$ cat src/scanline_frame_timer_unit_defines.svh
// assertion macros shared by the timer modules
`ifndef SCANLINE_FRAME_TIMER_UNIT_DEFINES_SVH
`define SCANLINE_FRAME_TIMER_UNIT_DEFINES_SVH

// same-cycle implication, checked out of reset
`define SFTU_ASSERT_NOW(label, ante, cons, msg) \
    label: assert property (@(posedge clk) disable iff (!rst_n) (ante) |-> (cons)) \
        else $error(msg);

// next-cycle implication, checked out of reset
`define SFTU_ASSERT_NEXT(label, ante, cons, msg) \
    label: assert property (@(posedge clk) disable iff (!rst_n) (ante) |=> (cons)) \
        else $error(msg);

`endif

$ cat src/sftu_pkg.sv
`timescale 1ns / 1ps
`default_nettype none

package sftu_pkg;

    localparam int CNT_W    = 9;
    localparam int SPRITE_W = 8;
    localparam int PADDR_W  = 4;
    localparam int PDATA_W  = 32;
    localparam int IDX_W    = 2;

    typedef logic [IDX_W-1:0] reg_idx_t;

    localparam reg_idx_t REG_DOTS_PER_LINE     = 2'd0;
    localparam reg_idx_t REG_LINES_PER_FRAME   = 2'd1;
    localparam reg_idx_t REG_VBLANK_START_LINE = 2'd2;

    localparam logic [CNT_W-1:0] DOTS_RESET   = 9'd341;
    localparam logic [CNT_W-1:0] LINES_RESET  = 9'd262;
    localparam logic [CNT_W-1:0] VBLANK_RESET = 9'd241;

    typedef struct packed {
        logic [CNT_W-1:0] dots_per_line;
        logic [CNT_W-1:0] lines_per_frame;
        logic [CNT_W-1:0] vblank_start_line;
    } cfg_t;

    typedef struct packed {
        logic                tick;
        logic                nmi_enable;
        logic [SPRITE_W-1:0] sprite0_y;
        logic                clear_vblank;
    } in_item_t;

    typedef struct packed {
        logic [CNT_W-1:0] scanline;
        logic             line_start;
        logic             frame_start;
        logic             vblank_flag;
        logic             sprite0_hit;
        logic             nmi_pulse;
    } out_item_t;

endpackage

`default_nettype wire

$ cat src/sftu_if.sv
`timescale 1ns / 1ps
`default_nettype none

interface sftu_in_if;
    logic                         valid;
    logic                         ready;
    logic                         tick;
    logic                         nmi_enable;
    logic [sftu_pkg::SPRITE_W-1:0] sprite0_y;
    logic                         clear_vblank;

    modport source (output valid, tick, nmi_enable, sprite0_y, clear_vblank, input ready);
    modport sink   (input valid, tick, nmi_enable, sprite0_y, clear_vblank, output ready);
endinterface

interface sftu_out_if;
    logic                       valid;
    logic                       ready;
    logic [sftu_pkg::CNT_W-1:0] scanline;
    logic                       line_start;
    logic                       frame_start;
    logic                       vblank_flag;
    logic                       sprite0_hit;
    logic                       nmi_pulse;

    modport source (output valid, scanline, line_start, frame_start, vblank_flag,
                    sprite0_hit, nmi_pulse, input ready);
    modport sink   (input valid, scanline, line_start, frame_start, vblank_flag,
                    sprite0_hit, nmi_pulse, output ready);
endinterface

`default_nettype wire

$ cat src/sftu_cfg.sv
`timescale 1ns / 1ps
`default_nettype none

module sftu_cfg (
    input  wire logic                         clk,
    input  wire logic                         rst_n,
    input  wire logic                         psel,
    input  wire logic                         penable,
    input  wire logic                         pwrite,
    input  wire logic [sftu_pkg::PADDR_W-1:0] paddr,
    input  wire logic [sftu_pkg::PDATA_W-1:0] pwdata,
    output logic      [sftu_pkg::PDATA_W-1:0] prdata,
    output logic                              pready,
    output sftu_pkg::cfg_t                    cfg
);

    sftu_pkg::cfg_t     cfg_reg;
    sftu_pkg::reg_idx_t idx;
    logic               wr_en;

    assign idx    = paddr[sftu_pkg::PADDR_W-1:2];
    assign wr_en  = psel && penable && pwrite;
    assign pready = 1'b1;
    assign cfg    = cfg_reg;

    always_ff @(posedge clk or negedge rst_n)
    begin
        if (!rst_n)
        begin
            cfg_reg.dots_per_line     <= sftu_pkg::DOTS_RESET;
            cfg_reg.lines_per_frame   <= sftu_pkg::LINES_RESET;
            cfg_reg.vblank_start_line <= sftu_pkg::VBLANK_RESET;
        end
        else if (wr_en)
        begin
            unique case (idx)
                sftu_pkg::REG_DOTS_PER_LINE:
                    cfg_reg.dots_per_line <= pwdata[sftu_pkg::CNT_W-1:0];
                sftu_pkg::REG_LINES_PER_FRAME:
                    cfg_reg.lines_per_frame <= pwdata[sftu_pkg::CNT_W-1:0];
                sftu_pkg::REG_VBLANK_START_LINE:
                    cfg_reg.vblank_start_line <= pwdata[sftu_pkg::CNT_W-1:0];
                default: ;
            endcase
        end
    end

    always_comb
    begin
        prdata = '0;
        unique case (idx)
            sftu_pkg::REG_DOTS_PER_LINE:
                prdata[sftu_pkg::CNT_W-1:0] = cfg_reg.dots_per_line;
            sftu_pkg::REG_LINES_PER_FRAME:
                prdata[sftu_pkg::CNT_W-1:0] = cfg_reg.lines_per_frame;
            sftu_pkg::REG_VBLANK_START_LINE:
                prdata[sftu_pkg::CNT_W-1:0] = cfg_reg.vblank_start_line;
            default: ;
        endcase
    end

endmodule

`default_nettype wire

$ cat src/sftu_core.sv
`timescale 1ns / 1ps
`default_nettype none

`include "scanline_frame_timer_unit_defines.svh"

module sftu_core (
    input  wire logic                clk,
    input  wire logic                rst_n,
    input  wire sftu_pkg::cfg_t      cfg,
    input  wire logic                accept,
    input  wire sftu_pkg::in_item_t  item,
    output sftu_pkg::out_item_t      result
);

    localparam int CW = sftu_pkg::CNT_W;

    logic [CW-1:0] dot_reg, dot_next;
    logic [CW-1:0] line_reg, line_next;
    logic          vblank_reg, vblank_next;
    logic          hit_reg, hit_next;
    logic          nmi_done_reg, nmi_done_next;

    logic [CW:0]   dot_inc;
    logic [CW:0]   line_inc;
    logic          new_line;
    logic          new_frame;
    logic          nmi;

    assign dot_inc  = {1'b0, dot_reg} + {{CW{1'b0}}, 1'b1};
    assign line_inc = {1'b0, line_reg} + {{CW{1'b0}}, 1'b1};

    always_comb
    begin
        dot_next      = dot_reg;
        line_next     = line_reg;
        vblank_next   = vblank_reg && !item.clear_vblank;
        hit_next      = hit_reg;
        nmi_done_next = nmi_done_reg;
        new_line      = 1'b0;
        new_frame     = 1'b0;
        nmi           = 1'b0;

        if (item.tick)
        begin
            if (dot_inc >= {1'b0, cfg.dots_per_line})
            begin
                dot_next  = '0;
                line_next = (line_inc >= {1'b0, cfg.lines_per_frame}) ? '0 : line_inc[CW-1:0];
                new_line  = 1'b1;
            end
            else
            begin
                dot_next = dot_inc[CW-1:0];
            end
        end

        // line start rules, in order
        if (new_line)
        begin
            if (line_next == '0)
            begin
                nmi_done_next = 1'b0;
                new_frame     = 1'b1;
            end
            if (line_next < cfg.vblank_start_line && {1'b0, item.sprite0_y} == line_next)
            begin
                hit_next = 1'b1;
            end
            if (line_next == cfg.vblank_start_line)
            begin
                vblank_next = 1'b1;
            end
            if (line_next >= cfg.vblank_start_line && vblank_next && item.nmi_enable
                && !nmi_done_next)
            begin
                nmi           = 1'b1;
                nmi_done_next = 1'b1;
            end
            if (cfg.lines_per_frame != '0 && line_next == cfg.lines_per_frame - 9'd1)
            begin
                hit_next = 1'b0;
            end
        end
    end

    always_ff @(posedge clk or negedge rst_n)
    begin
        if (!rst_n)
        begin
            dot_reg      <= '0;
            line_reg     <= '0;
            vblank_reg   <= 1'b0;
            hit_reg      <= 1'b0;
            nmi_done_reg <= 1'b0;
        end
        else if (accept)
        begin
            dot_reg      <= dot_next;
            line_reg     <= line_next;
            vblank_reg   <= vblank_next;
            hit_reg      <= hit_next;
            nmi_done_reg <= nmi_done_next;
        end
    end

    assign result.scanline    = line_next;
    assign result.line_start  = new_line;
    assign result.frame_start = new_frame;
    assign result.vblank_flag = vblank_next;
    assign result.sprite0_hit = hit_next;
    assign result.nmi_pulse   = nmi;

    `SFTU_ASSERT_NOW(a_frame_on_line_zero, new_frame, new_line && line_next == '0,
        "frame start without a new line 0")
    `SFTU_ASSERT_NOW(a_nmi_needs_vblank, nmi, vblank_next && item.nmi_enable,
        "interrupt without vblank and enable")
    `SFTU_ASSERT_NEXT(a_nmi_sets_done, accept && nmi, nmi_done_reg,
        "interrupt did not mark the frame as done")
    `SFTU_ASSERT_NEXT(a_wrap_clears_dot, accept && new_line, dot_reg == '0,
        "dot counter not cleared at line start")

endmodule

`default_nettype wire

$ cat src/sftu_out_buf.sv
`timescale 1ns / 1ps
`default_nettype none

`include "scanline_frame_timer_unit_defines.svh"

module sftu_out_buf (
    input  wire logic                clk,
    input  wire logic                rst_n,
    input  wire logic                push,
    input  wire sftu_pkg::out_item_t push_data,
    output logic                     space,
    output logic                     head_valid,
    input  wire logic                pop_ready,
    output sftu_pkg::out_item_t      head
);

    sftu_pkg::out_item_t head_reg, head_next;
    sftu_pkg::out_item_t tail_reg, tail_next;
    logic [1:0]          count_reg, count_next;
    logic                pop;

    assign space      = (count_reg != 2'd2);
    assign head_valid = (count_reg != 2'd0);
    assign pop        = head_valid && pop_ready;
    assign head       = head_reg;

    always_comb
    begin
        head_next  = head_reg;
        tail_next  = tail_reg;
        count_next = count_reg;
        unique case ({push, pop})
            2'b10:
            begin
                if (count_reg == 2'd0)
                    head_next = push_data;
                else
                    tail_next = push_data;
                count_next = count_reg + 2'd1;
            end
            2'b01:
            begin
                head_next  = tail_reg;
                count_next = count_reg - 2'd1;
            end
            2'b11:
            begin
                // one beat leaves, one arrives: depth stays
                if (count_reg == 2'd1)
                begin
                    head_next = push_data;
                end
                else
                begin
                    head_next = tail_reg;
                    tail_next = push_data;
                end
            end
            default: ;
        endcase
    end

    always_ff @(posedge clk or negedge rst_n)
    begin
        if (!rst_n)
        begin
            count_reg <= 2'd0;
        end
        else
        begin
            count_reg <= count_next;
        end
    end

    always_ff @(posedge clk)
    begin
        head_reg <= head_next;
        tail_reg <= tail_next;
    end

    `SFTU_ASSERT_NOW(a_count_bound, 1'b1, count_reg != 2'd3, "buffer count out of range")
    `SFTU_ASSERT_NOW(a_no_push_full, push, count_reg != 2'd2, "push into a full buffer")
    `SFTU_ASSERT_NEXT(a_stall_holds, head_valid && !pop_ready, head_valid && $stable(head_reg),
        "stalled head beat changed")

endmodule

`default_nettype wire

$ cat src/scanline_frame_timer_unit.sv
// scanline frame timer
// din carries one beat per video cycle (tick, nmi_enable, sprite0_y, clear_vblank);
// dout returns exactly one beat per input beat with the scanline, the line and
// frame start pulses, the vblank and sprite zero hit flags and the interrupt pulse.
// both channels are valid/ready; a beat moves when both are high.
// the result of a beat is computed combinationally and written into the buffer at
// the accepting edge; din takes one beat per cycle while the buffer has space, and
// counters and flags register at that edge; dout offers results in arrival order.
// a two-entry result buffer sits between the timer state and dout, so din stays
// ready while one result waits; din.ready drops only when both entries are held
// by a stalled receiver, and no result is dropped or repeated.
// the apb port writes dots_per_line (0x0), lines_per_frame (0x4) and
// vblank_start_line (0x8); write only while no result is outstanding.
// reset clears the dot and line counters, the vblank, hit and interrupt-done flags
// and empties the buffer; the registers return to 341, 262 and 241.
`timescale 1ns / 1ps
`default_nettype none

module scanline_frame_timer_unit (
    input  wire logic                         clk,
    input  wire logic                         rst_n,
    sftu_in_if.sink                           din,
    sftu_out_if.source                        dout,
    input  wire logic                         psel,
    input  wire logic                         penable,
    input  wire logic                         pwrite,
    input  wire logic [sftu_pkg::PADDR_W-1:0] paddr,
    input  wire logic [sftu_pkg::PDATA_W-1:0] pwdata,
    output logic      [sftu_pkg::PDATA_W-1:0] prdata,
    output logic                              pready
);

    sftu_pkg::cfg_t      cfg;
    sftu_pkg::in_item_t  in_item;
    sftu_pkg::out_item_t result;
    sftu_pkg::out_item_t head;
    logic                space;
    logic                accept;

    assign in_item.tick         = din.tick;
    assign in_item.nmi_enable   = din.nmi_enable;
    assign in_item.sprite0_y    = din.sprite0_y;
    assign in_item.clear_vblank = din.clear_vblank;

    assign din.ready = space;
    assign accept    = din.valid && space;

    sftu_cfg u_cfg (
        .clk     (clk),
        .rst_n   (rst_n),
        .psel    (psel),
        .penable (penable),
        .pwrite  (pwrite),
        .paddr   (paddr),
        .pwdata  (pwdata),
        .prdata  (prdata),
        .pready  (pready),
        .cfg     (cfg)
    );

    sftu_core u_core (
        .clk    (clk),
        .rst_n  (rst_n),
        .cfg    (cfg),
        .accept (accept),
        .item   (in_item),
        .result (result)
    );

    sftu_out_buf u_out_buf (
        .clk        (clk),
        .rst_n      (rst_n),
        .push       (accept),
        .push_data  (result),
        .space      (space),
        .head_valid (dout.valid),
        .pop_ready  (dout.ready),
        .head       (head)
    );

    assign dout.scanline    = head.scanline;
    assign dout.line_start  = head.line_start;
    assign dout.frame_start = head.frame_start;
    assign dout.vblank_flag = head.vblank_flag;
    assign dout.sprite0_hit = head.sprite0_hit;
    assign dout.nmi_pulse   = head.nmi_pulse;

endmodule

`default_nettype wire

$ cat src/flat_wrapper.sv
// flat-port wrapper written by rule: the top's interface ports become plain ports
module scanline_frame_timer_unit_flat 
  (clk, rst_n, psel, penable, pwrite, paddr, pwdata, prdata, pready, din_valid, din_tick, din_nmi_enable, din_sprite0_y, din_clear_vblank, din_ready, dout_valid, dout_scanline, dout_line_start, dout_frame_start, dout_vblank_flag, dout_sprite0_hit, dout_nmi_pulse, dout_ready);
  sftu_in_if din_i ();
  sftu_out_if dout_i ();
  input  wire logic clk;
  input  wire logic rst_n;
  input  wire logic psel;
  input  wire logic penable;
  input  wire logic pwrite;
  input  wire logic [sftu_pkg::PADDR_W-1:0] paddr;
  input  wire logic [sftu_pkg::PDATA_W-1:0] pwdata;
  output logic      [sftu_pkg::PDATA_W-1:0] prdata;
  output logic pready;
  input wire logic [$bits(din_i.valid)-1:0] din_valid;
  input wire logic [$bits(din_i.tick)-1:0] din_tick;
  input wire logic [$bits(din_i.nmi_enable)-1:0] din_nmi_enable;
  input wire logic [$bits(din_i.sprite0_y)-1:0] din_sprite0_y;
  input wire logic [$bits(din_i.clear_vblank)-1:0] din_clear_vblank;
  output wire logic [$bits(din_i.ready)-1:0] din_ready;
  output wire logic [$bits(dout_i.valid)-1:0] dout_valid;
  output wire logic [$bits(dout_i.scanline)-1:0] dout_scanline;
  output wire logic [$bits(dout_i.line_start)-1:0] dout_line_start;
  output wire logic [$bits(dout_i.frame_start)-1:0] dout_frame_start;
  output wire logic [$bits(dout_i.vblank_flag)-1:0] dout_vblank_flag;
  output wire logic [$bits(dout_i.sprite0_hit)-1:0] dout_sprite0_hit;
  output wire logic [$bits(dout_i.nmi_pulse)-1:0] dout_nmi_pulse;
  input wire logic [$bits(dout_i.ready)-1:0] dout_ready;
  assign din_i.valid = din_valid;
  assign din_i.tick = din_tick;
  assign din_i.nmi_enable = din_nmi_enable;
  assign din_i.sprite0_y = din_sprite0_y;
  assign din_i.clear_vblank = din_clear_vblank;
  assign din_ready = din_i.ready;
  assign dout_valid = dout_i.valid;
  assign dout_scanline = dout_i.scanline;
  assign dout_line_start = dout_i.line_start;
  assign dout_frame_start = dout_i.frame_start;
  assign dout_vblank_flag = dout_i.vblank_flag;
  assign dout_sprite0_hit = dout_i.sprite0_hit;
  assign dout_nmi_pulse = dout_i.nmi_pulse;
  assign dout_i.ready = dout_ready;
  scanline_frame_timer_unit u_core (.clk(clk), .rst_n(rst_n), .din(din_i), .dout(dout_i), .psel(psel), .penable(penable), .pwrite(pwrite), .paddr(paddr), .pwdata(pwdata), .prdata(prdata), .pready(pready));
endmodule
$ cat config.mk
export PLATFORM = sky130hd
export DESIGN_NAME = scanline_frame_timer_unit_flat
export DESIGN_NICKNAME = d
export VERILOG_FILES = /design/src/sftu_pkg.sv /design/src/sftu_if.sv /design/src/sftu_cfg.sv /design/src/sftu_core.sv /design/src/sftu_out_buf.sv /design/src/scanline_frame_timer_unit.sv /design/src/flat_wrapper.sv
export VERILOG_INCLUDE_DIRS = /design/src /design/src/src
export SDC_FILE = /design/constraint.sdc
export NUM_CORES = 1
export LEC_CHECK = 0
export ABC_AREA = 1
export BUFFER_PORTS_ARGS = -buffer_cell sky130_fd_sc_hd__buf_2
export CAP_MARGIN = 20
export CORE_MARGIN = 2
export CORE_UTILIZATION = 40
export CTS_CLUSTER_DIAMETER = 150
export DETAILED_ROUTE_END_ITERATION = 7
export HOLD_SLACK_MARGIN = 0.08
export PLACE_DENSITY = 0.67
export REMOVE_ABC_BUFFERS = 1
export SYNTH_ARGS = -nofsm -noshare
export SYNTH_HDL_FRONTEND = slang
export SYNTH_SLANG_ARGS = --single-unit
$ cat constraint.sdc
create_clock -name clk -period 6.4 [get_ports clk]
set_input_delay 0.32 -clock clk [delete_from_list [all_inputs] [get_ports clk]]
set_output_delay 0.32 -clock clk [all_outputs]
set_load 0.02 [all_outputs]
==> reports/qor_table.md <==
| Group | Metric | Reported |
| --- | --- | --- |
| timing | Transition time of the tightest slew-check pin | 911.4 ps |
| place | Number of input and output port buffers inserted | 53 |
| cts | Quantity of gates resized following cts | 0 |
| run status | Result of the run | finished, final reports clean |
| floorplan | Row Count | 42 |
| timing | Hold violation total from the final report | 0 |
| cts | H-Tree Level Count | 3 |
| route | Remaining design rule violation count | 0 |
| cts | Maximum number of buffers from clock root to sink | 2 |
| route | Violation count after the first detailed-route iteration | 341 |
| floorplan | Initial Utilization | 40.97% |
| setup path | Top delay family on crit path | simple AND/OR/NAND/NOR gates |
| setup path | Path depth of the worst reg2reg path | 36 |
| flow run | Max_cap viols | 0 |
| route | Wire length reported by the detailed router | 12860 µm |
| setup path | Crit path arrival time | 4730 ps |
| global routing | Number of global-route vias before repair | 4231 |
| finish | Antenna cell count | 0 |
| synth | Number of distinct library cell variants in the gate-level netlist after synthesis | 38 |
| global routing | Largest net degree at the start of global routing | 51 |
| cts | CTS tree | yes |
| setup path | Slowest stage delay, CP | 490 ps |
| setup path | Count of buffer and inverter cells on the critical path | 6 |
| setup path | Endpoint of the most critical setup path | u_core.u_out_buf.head[1]$_DFFE_PP_ |
| synth | Post-synth ARST share | 64.10% |
| synth | Number of warnings issued by yosys | 0 |
| timing | Highest clock rate | 220.7 MHz |
| finish | Fraction of final layout cells with drive strength greater than 1 | 14.54% |
| synth | Post-synth top flop | dfrtp_1 |
| synth | Cell types with the highest counts after synthesis | nand2_1, inv_1, o21ai_0 |
| timing | Final count of negative-setup-slack endpoints | 0 |
| setup path | Library cell appearing most often on the critical path | nand2_1 |
| synth | Top post-synthesis cells by area | dfrtp_1, edfxtp_1, nand2_1, inv_1, ha_1 |
| cts | Cts-stage hold buffer count | 0 |
| synth | Number of cells produced by synthesis | 721 |
| floorplan | Die footprint | 14570 µm² |
| setup path | Data required time at the worst endpoint | 6600 ps |
| synth | Sequential cell area fraction in the yosys report | 38.71% |
| setup path | Setup slack on the worst flop-to-flop path | 1870 ps |
| floorplan | Chip Width | 120.7 µm |
| timing | Maximum clock skew at final layout | 6.891 ps |
| global routing | Overall fraction of global-route tracks in use | 18.26% |
| timing | Number of max-slew violations in the final report | 0 |
| synth | Cell area after synthesis | 5446 µm² |
| route | Routed length per placed instance | 13.49 µm |
| setup path | Setup crit start | u_core.u_core.line_reg[0]$_DFFE_PN0P_ |
| place | Instance count after placement with tap cells included | 936 |
| finish | Signed area change from the synthesized netlist to the final layout | 11.53% |
| finish | Final cell count without fillers | 953 |
| route | Number of iterations in the first detailed-routing pass | 5 |
| route | Vias post-DR | 4581 |
| cts | Clock buffers created by TritonCTS | 9 |
| power | Static Leak | 3.108 nW |
| setup path | Number of logic stages on the critical path including buffering | 36 |
| finish | Flip-flop count of the largest register, all copies and words added | 27 |
| floorplan | Core area | 13300 µm² |
| place | DPL Wire Length | 9669 µm |
| cts | Total number of clock tree sinks | 78 |
| synth | Post-synthesis average cell area | 7.554 µm² |
| timing | Tmin final | 4532 ps |
| min path | Kind of path behind the tightest hold check | primary input to asynchronous set/reset pin |
| global routing | Wire length of the first global-routing pass | 20970 µm |
| synth | Register bit total from synthesis | 78 |
| cts | Post-CTS setup buffer count | 0 |
| timing | Worst max-slew margin expressed relative to the limit | 39.01% |
| timing | Setup tns final | 0 ps |
| synth | Number of synthesized flops with an enable pin | 28 |
| floorplan | # IOs | 103 |
| place | Routability congestion estimate | 0.8394 |
| synth | Count leader, synth | nand2_1 |
| cts | CTS Root Buffer Type | clkbuf_16 |
| global routing | Antenna violations before repair | 0 |
| setup path | Endpoint of the lowest-slack register-to-register path | u_core.u_out_buf.head[1]$_DFFE_PP_ |
| synth | Post-synthesis cell type with the largest combined area | dfrtp_1 |
| setup path | Critical Path Sink Type | flop |
| timing | Unrepaired setup endpoints after global routing | false |
| power | Largest voltage drop on the vdd net | 0.2053 mV |
| synth | Yosys top cell area share | 17.00% |
| global routing | Grt ovf | 0 |
| route | Mean number of vias per cell | 4.807 |
| finish | Net count, final | 862 |
| cts | Clk_lat worst skew | 340 ps |
| setup path | Crit Reg-Reg Startpoint | u_core.u_core.line_reg[0]$_DFFE_PN0P_ |
| setup path | Classification of the worst setup path | flop to flop |
| cts | Reg clk slew, reported paths | 60 ps |
| setup path | Startpoint class of the critical path | flop |
| setup path | Critical-path cell with the highest stage delay | dfrtp_1 |
| timing | Post-route fraction of the period consumed by the critical path | 70.81% |
| power | Total power per unit cell area | 464.0 nW/µm² |
| route | Remaining antenna violation count | 0 |
| floorplan | Die height | 120.7 µm |
| setup path | Biggest fanout along the worst timing path | 8 |
metal layers:
metal | vias up | part of all wire, % | global-route usage, %
met1 | 2069 | 49 | 25.50
met2 | 122 | 44 | 28.95
li1 | 2375 | - | -
met3 | 15 | 5.0 | 3.349
met5 | - | 0 | 0
met4 | 0 | 1.6 | 5.233
worst min-delay path by stage:
stage / from / end / slack [ps] / cells after the start
after CTS: rst_n / u_core.u_core.dot_reg[3]$_DFFE_PN0P_ / 120 / 2
after global routing: rst_n / u_core.u_core.dot_reg[4]$_DFFE_PN0P_ / 150 / 2
after detailed placement: u_core.u_core.hit_reg$_DFFE_PN0P_ / u_core.u_core.hit_reg$_DFFE_PN0P_ / 470 / 2
final: rst_n / u_core.u_core.dot_reg[3]$_DFFE_PN0P_ / 80 / 2
after global placement: u_core.u_core.hit_reg$_DFFE_PN0P_ / u_core.u_core.hit_reg$_DFFE_PN0P_ / 460 / 2
after floorplan: rst_n / u_core.u_cfg.cfg[12]$_DFFE_PN0P_ / 20 / 0
logic make-up after synthesis:
logic type	count (synthesis)	share of synthesized area, %
adders and majority gates	36	8.270
and+or+nand+nor	287	22.63
DFF	78	38.71
other	2	0.1379
xor gates and xnor gates	19	3.055
AOI/OAI and AO/OA	133	13.83
buffers and inverters	166	13.37
per-stage QoR:
| stage | util (%) | cell area [µm²] | total power, mW | hold WS, ps | worst slack [ps] |
|---|---|---|---|---|---|
| final | 45.69 | 6075 | 2.819 | 77.82 | 1868 |
| after global routing | 45.69 | 6075 | 3.073 | 152.5 | 1307 |
| after CTS | 45.61 | 6063 | 2.822 | 117.5 | 1858 |
| after detailed placement | 43.49 | 5782 | 2.315 | 474.3 | 1900 |
| after global placement | 43.49 | 5782 | 2.278 | 463.6 | 1930 |
| after floorplan | - | 5281 | 1.920 | 24.41 | 2672 |
cell usage in the layout (no fill, tap or decap), types with 4 or more instances in the layout:
master,n
nand3_1,29
nand2_2,10
inv_2,5
nor3_1,4
buf_2,53
nand2_1,185
dfrtp_1,37
clkbuf_16,9
dfstp_2,13
edfxtp_1,28
nor3_2,5
o221ai_1,8
nor2_1,40
o21ai_0,82
nand4_1,4
nand2_4,4
conb_1,24
ha_1,36
clkinv_1,4
inv_1,121
xnor2_1,4
a21oi_1,26
xor2_1,15
layout make-up:
class / instances / area (µm²)
fillers: 1366 / 7221
well taps: 176 / 220.2
inverters: 128 / 480.5
flip-flops and latches: 78 / 2108
repair buffers: 56 / 291.5
clock buffers: 10 / 229.0
clock inverters: 6 / 52.55
multi-input cells: 499 / 2693
report_power, final:
group | total [mW] | switching (mW) | internal (mW)
clock | 0.499 | 0.202 | 0.297
combinational | 1.46 | 0.985 | 0.473
sequential | 0.861 | 0.110 | 0.751
Note: power is estimated with default switching activity, not from simulation.
